**src/design/qalu_pkg.sv**
```systemverilog
// ----------------------------------------------------------------------------
// qalu_pkg: shared types of the quaternion alu
// Opcode encoding and the control word that travels along the divider stages.
// ----------------------------------------------------------------------------
`default_nettype none

package qalu_pkg;

  typedef enum logic [1:0] {
    CMD_MUL = 2'd0,
    CMD_DOT = 2'd1,
    CMD_INV = 2'd2,
    CMD_NOP = 2'd3
  } qalu_cmd_e;

  typedef struct packed {
    qalu_cmd_e  cmd;
    logic       zero_norm;
    logic [3:0] neg;
    logic [3:0] ovf;
  } qalu_ctrl_t;

endpackage

`default_nettype wire

```
**src/design/qalu_div_step.sv**
```systemverilog
// ----------------------------------------------------------------------------
// qalu_div_step: one restoring division step for four lanes
// Shifts in one numerator bit per lane, subtracts the shared divisor when it
// fits and shifts the quotient bit in. Output registers advance on en_i.
// ----------------------------------------------------------------------------
`default_nettype none

module qalu_div_step #(
  parameter int DW  = 34,
  parameter int QB  = 17,
  parameter int PDW = 65
) (
  input  wire logic                   clk_i,
  input  wire logic                   rst_ni,
  input  wire logic                   en_i,
  input  wire logic                   valid_i,
  input  wire qalu_pkg::qalu_ctrl_t   ctrl_i,
  input  wire logic [PDW-1:0]         pd_i,
  input  wire logic [DW-1:0]          den_i,
  input  wire logic [3:0][DW-1:0]     rem_i,
  input  wire logic [3:0][QB-1:0]     nlo_i,
  input  wire logic [3:0][QB-1:0]     q_i,
  output logic                        valid_o,
  output qalu_pkg::qalu_ctrl_t        ctrl_o,
  output logic [PDW-1:0]              pd_o,
  output logic [DW-1:0]               den_o,
  output logic [3:0][DW-1:0]          rem_o,
  output logic [3:0][QB-1:0]          nlo_o,
  output logic [3:0][QB-1:0]          q_o
);

  logic [3:0][DW:0]   ext;
  logic [3:0][DW:0]   diff;
  logic [3:0]         fits;
  logic [3:0][DW-1:0] rem_d;
  logic [3:0][QB-1:0] nlo_d;
  logic [3:0][QB-1:0] q_d;
  logic               valid_q;

  always_comb begin
    for (int l = 0; l < 4; l++) begin
      ext[l]   = {rem_i[l], nlo_i[l][QB-1]};
      diff[l]  = ext[l] - {1'b0, den_i};
      fits[l]  = ext[l] >= {1'b0, den_i};
      rem_d[l] = fits[l] ? diff[l][DW-1:0] : ext[l][DW-1:0];
      nlo_d[l] = {nlo_i[l][QB-2:0], 1'b0};
      q_d[l]   = {q_i[l][QB-2:0], fits[l]};
    end
  end

  always_ff @(posedge clk_i or negedge rst_ni) begin
    if (!rst_ni) begin
      valid_q <= 1'b0;
    end else if (en_i) begin
      valid_q <= valid_i;
    end
  end

  always_ff @(posedge clk_i) begin
    if (en_i) begin
      ctrl_o <= ctrl_i;
      pd_o   <= pd_i;
      den_o  <= den_i;
      rem_o  <= rem_d;
      nlo_o  <= nlo_d;
      q_o    <= q_d;
    end
  end

  assign valid_o = valid_q;

endmodule

`default_nettype wire

```
**config.mk**
```make
export PLATFORM = sky130hd
export DESIGN_NAME = qalu_div_step
export DESIGN_NICKNAME = d
export VERILOG_FILES = /design/src/design/qalu_pkg.sv /design/src/design/qalu_div_step.sv
export SDC_FILE = /design/constraint.sdc
export NUM_CORES = 1
export LEC_CHECK = 0
export BUFFER_PORTS_ARGS = -buffer_cell sky130_fd_sc_hd__clkbuf_2
export CAP_MARGIN = 20
export CELL_PAD_IN_SITES_DETAIL_PLACEMENT = 0
export CELL_PAD_IN_SITES_GLOBAL_PLACEMENT = 2
export CORE_AREA = 2 2 300 302
export CTS_CLUSTER_DIAMETER = 30
export DETAILED_ROUTE_END_ITERATION = 12
export DIE_AREA = 0 0 302 304
export HOLD_SLACK_MARGIN = 0.05
export PLACE_DENSITY_LB_ADDON = 0.1
export SETUP_SLACK_MARGIN = 0.1
export SYNTH_ARGS = -nofsm -noshare
export SYNTH_HDL_FRONTEND = slang
export SYNTH_SLANG_ARGS = --single-unit
```
**constraint.sdc**
```tcl
create_clock -name clk_i -period 1 [get_ports clk_i]
set_input_delay 0.2 -clock clk_i [delete_from_list [all_inputs] [get_ports clk_i]]
set_output_delay 0.2 -clock clk_i [all_outputs]
set_load 0.05 [all_outputs]
```
==> flow_metrics.py <==
metrics = {
    "status": {
        "status": "complete, but fails checks",
        "violations": "setup timing",
    },
    "layout": {
        "mostFrequentLayoutCell": "clkbuf_2",
        "drive_gt1_share_pct": 53.7,
        "final_cell_mix": "clkbuf_2, buf_4, edfxtp_1",
        "nets": 4114,
        "fillers": 8359,
        "final_util_pct": 46.9,
        "syn2layout_area_growth_pct": 99.8,
    },
    "drt": {
        "avgRoutedWirePerCell_um": 21.4,
        "first_pass_iters": 7,
        "drc_errors": 0,
        "drtIter0Drc": 890,
        "antenna_left": 0,
        "wl_mm": 104,
        "via_per_inst": 4.40,
        "num_vias": 21421,
    },
    "placement": {
        "place.gp.congestion": 0.891,
        "port_buffers": 760,
        "place_hpwl_mm": 81.3,
        "dp_slack_ns": -2.48,
    },
    "clock_tree": {
        "cts_made_buffers": 108,
        "root_buffer": "clkbuf_16",
        "clockBufferDepth": 3,
        "clock_latency_ns": 0.67,
        "clk_pin_slew_ns": 0.04,
        "cts_sinks": 379,
        "ctsHtreeMaxLevel": 3,
        "cts_tree": "done",
    },
    "critical_path": {
        "critPathTopFamily": "simple AND/OR/NAND/NOR gates",
        "crit_required_ns": 1.36,
        "path_common_cell": "buf_12",
        "cp-end-kind": "register",
        "cp_slowest_cell": "or4b_4",
        "worstPathCellList": "buf_12, clkinvlp_4, ha_4, nand4_1, or4b_4, or4_4, o211ai_1, a41o_4, buf_12, clkbuf_16, mux2_4",
        "start_kind": "input pin",
        "crit_buf_inv": 4,
        "path_max_fanout": 6,
        "criticalPathCategory": "in -> reg",
        "critPathArrivalTime_ns": 2.94,
        "max_stage_delay_ns": 0.53,
    },
    "sta": {
        "rsz0062_at_grt": "yes",
        "hold_viol": 0,
        "setup_viol": 885,
        "fin_crit_sh_pct": 258,
        "max_slew_margin_pct": 40.0,
        "worst_slew_pin_slew_ns": 0.897,
        "finClkSkew_ns": 0,
        "worst_slack_ns": -1.58,
        "hold_ws_ns": 0.0819,
        "tns_ns": -544.31,
        "period_needed_ns": 2.58,
        "max_freq_mhz": 388,
        "slew_viol_final": 0,
    },
    "floorplanning": {
        "fp-row-count": 110,
        "design.core.area_um2": 89000,
        "die_y_um": 304,
        "initial_core_util_pct": 23.4,
        "ioPinCount": 769,
        "design.die.area_um2": 91800,
        "fp.dieW_um": 302,
    },
    "logic_synthesis": {
        "synth_seq_cells": 379,
        "yosys.cell_types.count": 77,
        "synth.avg_cell_area_um2": 12.4,
        "synthCells": 1689,
        "synth_edf_count": 378,
        "yosys_most_used_dff": "edfxtp_1",
        "synth-warning-count": 0,
        "ys_seq_area_share_pct": 54.5,
        "syn_area_um2": 20900,
        "async_flop_share_pct": 0.264,
    },
    "global_routing": {
        "grt_overflow": 0,
        "grt_pass1_vias": 22543,
        "track_usage_pct": 21.7,
        "grt_max_degree": 51,
        "grt_pass1_wl_mm": 146,
        "antenna_found_initial": 17,
    },
    "worst_hold_path": {
        "hold_path.class": "in -> reg",
    },
    "power": {
        "p_seq_share_pct": 26.6,
        "power_uw": 77300,
        "vdd_drop_max_uv": 1460,
        "powerDensity_nw_per_um2": 1850,
        "power_frac_comb_pct": 30.9,
        "power_leakage_uw": 0.0186,
        "p_int_uw": 51800,
        "power_switching_uw": 25600,
        "sw_frac_of_total_pct": 33.0,
        "clkPwrFrac_pct": 42.5,
    },
    "job": {
        "maxCapViolCount": 0,
    },
}
[worst min-delay path, cell delays in order]
cell and delay, ns:
clkbuf_2 0.12, buf_4 0.12, nor2_4 0.03, a31oi_2 0.13
[state kept, by name, summed over array words and instances (netlist names)]
name / count
rem_o: 136
q_o: 68
pd_o: 65
nlo_o: 64
den_o: 34
ctrl_o: 11
valid_o: 1
[power groups by stage]
stage | clock [uW] | combinational (uW) | sequential (uW)
2_1_floorplan | 0 | 5990 | 26500
3_3_place_gp | 0 | 20400 | 20800
3_5_place_dp | 0 | 20400 | 20800
4_1_cts | 33600 | 22800 | 20600
5_1_grt | 34500 | 25200 | 20700
6_report | 32900 | 23900 | 20600
[final timing paths]
check / from / endpoint / slack (ns) / cells past startpoint
min in group asynchronous: rst_ni / valid_o / 0.37 / 3
max: den_i[15] / rem_o[20] / -1.58 / 11
min: rem_i[50] / rem_o[51] / 0.08 / 4
min reg2reg: valid_o / valid_o / 0.54 / 1
max reg2reg: valid_o / valid_o / 0.21 / 1
max in group asynchronous: rst_ni / valid_o / 0.51 / 3
[cells by family (layout without fill, tap and decap cells)]
family | Yosys count | count (layout) | synth area share, %
simple gates | 343 | 343 | 8.07
flops | 379 | 379 | 54.5
compound gates | 471 | 471 | 15.0
fa+ha+maj | 140 | 140 | 8.53
xor+xnor | 111 | 111 | 4.66
buf+inv | 132 | 2119 | 2.80
other cells | 1 | 15 | 0.0180
mux | 112 | 112 | 6.47
[metal layers]
layer  wire [um]  GRT usage [%]  vias to the layer above
met5          26              0                        -
met4        4260           9.91                        4
met3        5610           4.23                      164
met2       53400           39.4                      652
met1       40700           24.2                    10227
li1            -              -                    10374
[what timing repair did]
action                                 4_1_cts  5_1_grt
resized for setup                          196      247
gates cloned                                 5        5
pin swaps                                   41       73
endpoints found under the hold margin      392        0
hold buffers                               376        0
setup buffers                               33       43
setup endpoints to repair                  519      897
[cell usage after synthesis, types with 20 or more instances]
library cell	number	area (um^2)
nor2_1	99	372
edfxtp_1	378	11400
a21o_1	68	510
nand2_1	76	285
xnor2_1	66	578
nand4_1	25	156
inv_1	85	319
clkbuf_1	26	97.6
nand3_1	32	160
o21bai_1	31	233
nor3_1	22	110
ha_1	136	1700
a211oi_1	22	165
o211ai_1	20	150
o21ai_0	62	310
a21oi_1	141	706
mux2_2	79	890
xor2_1	45	394
mux2_4	26	390
[final cells by class]
| type | count | area [um^2] | area share, % |
|---|---|---|---|
| antenna | 11 | 27.5 | 0.0660 |
| clock buffer | 124 | 2780 | 6.67 |
| clock inverter | 77 | 768 | 1.84 |
| inverter | 85 | 383 | 0.918 |
| multi-input combinational | 1181 | 10600 | 25.3 |
| sequential | 379 | 11400 | 27.3 |
| tap | 1176 | 1470 | 3.53 |
| timing repair buffer | 1833 | 14300 | 34.4 |
[stage by stage]
step	cells	area [um^2]
after floorplan	1692	21300
after global placement	4199	31500
after detailed placement	4199	31500
after CTS	4813	40200
after global routing	4865	41700
final	4866	41700
Note: power is estimated with default switching activity, not from simulation.
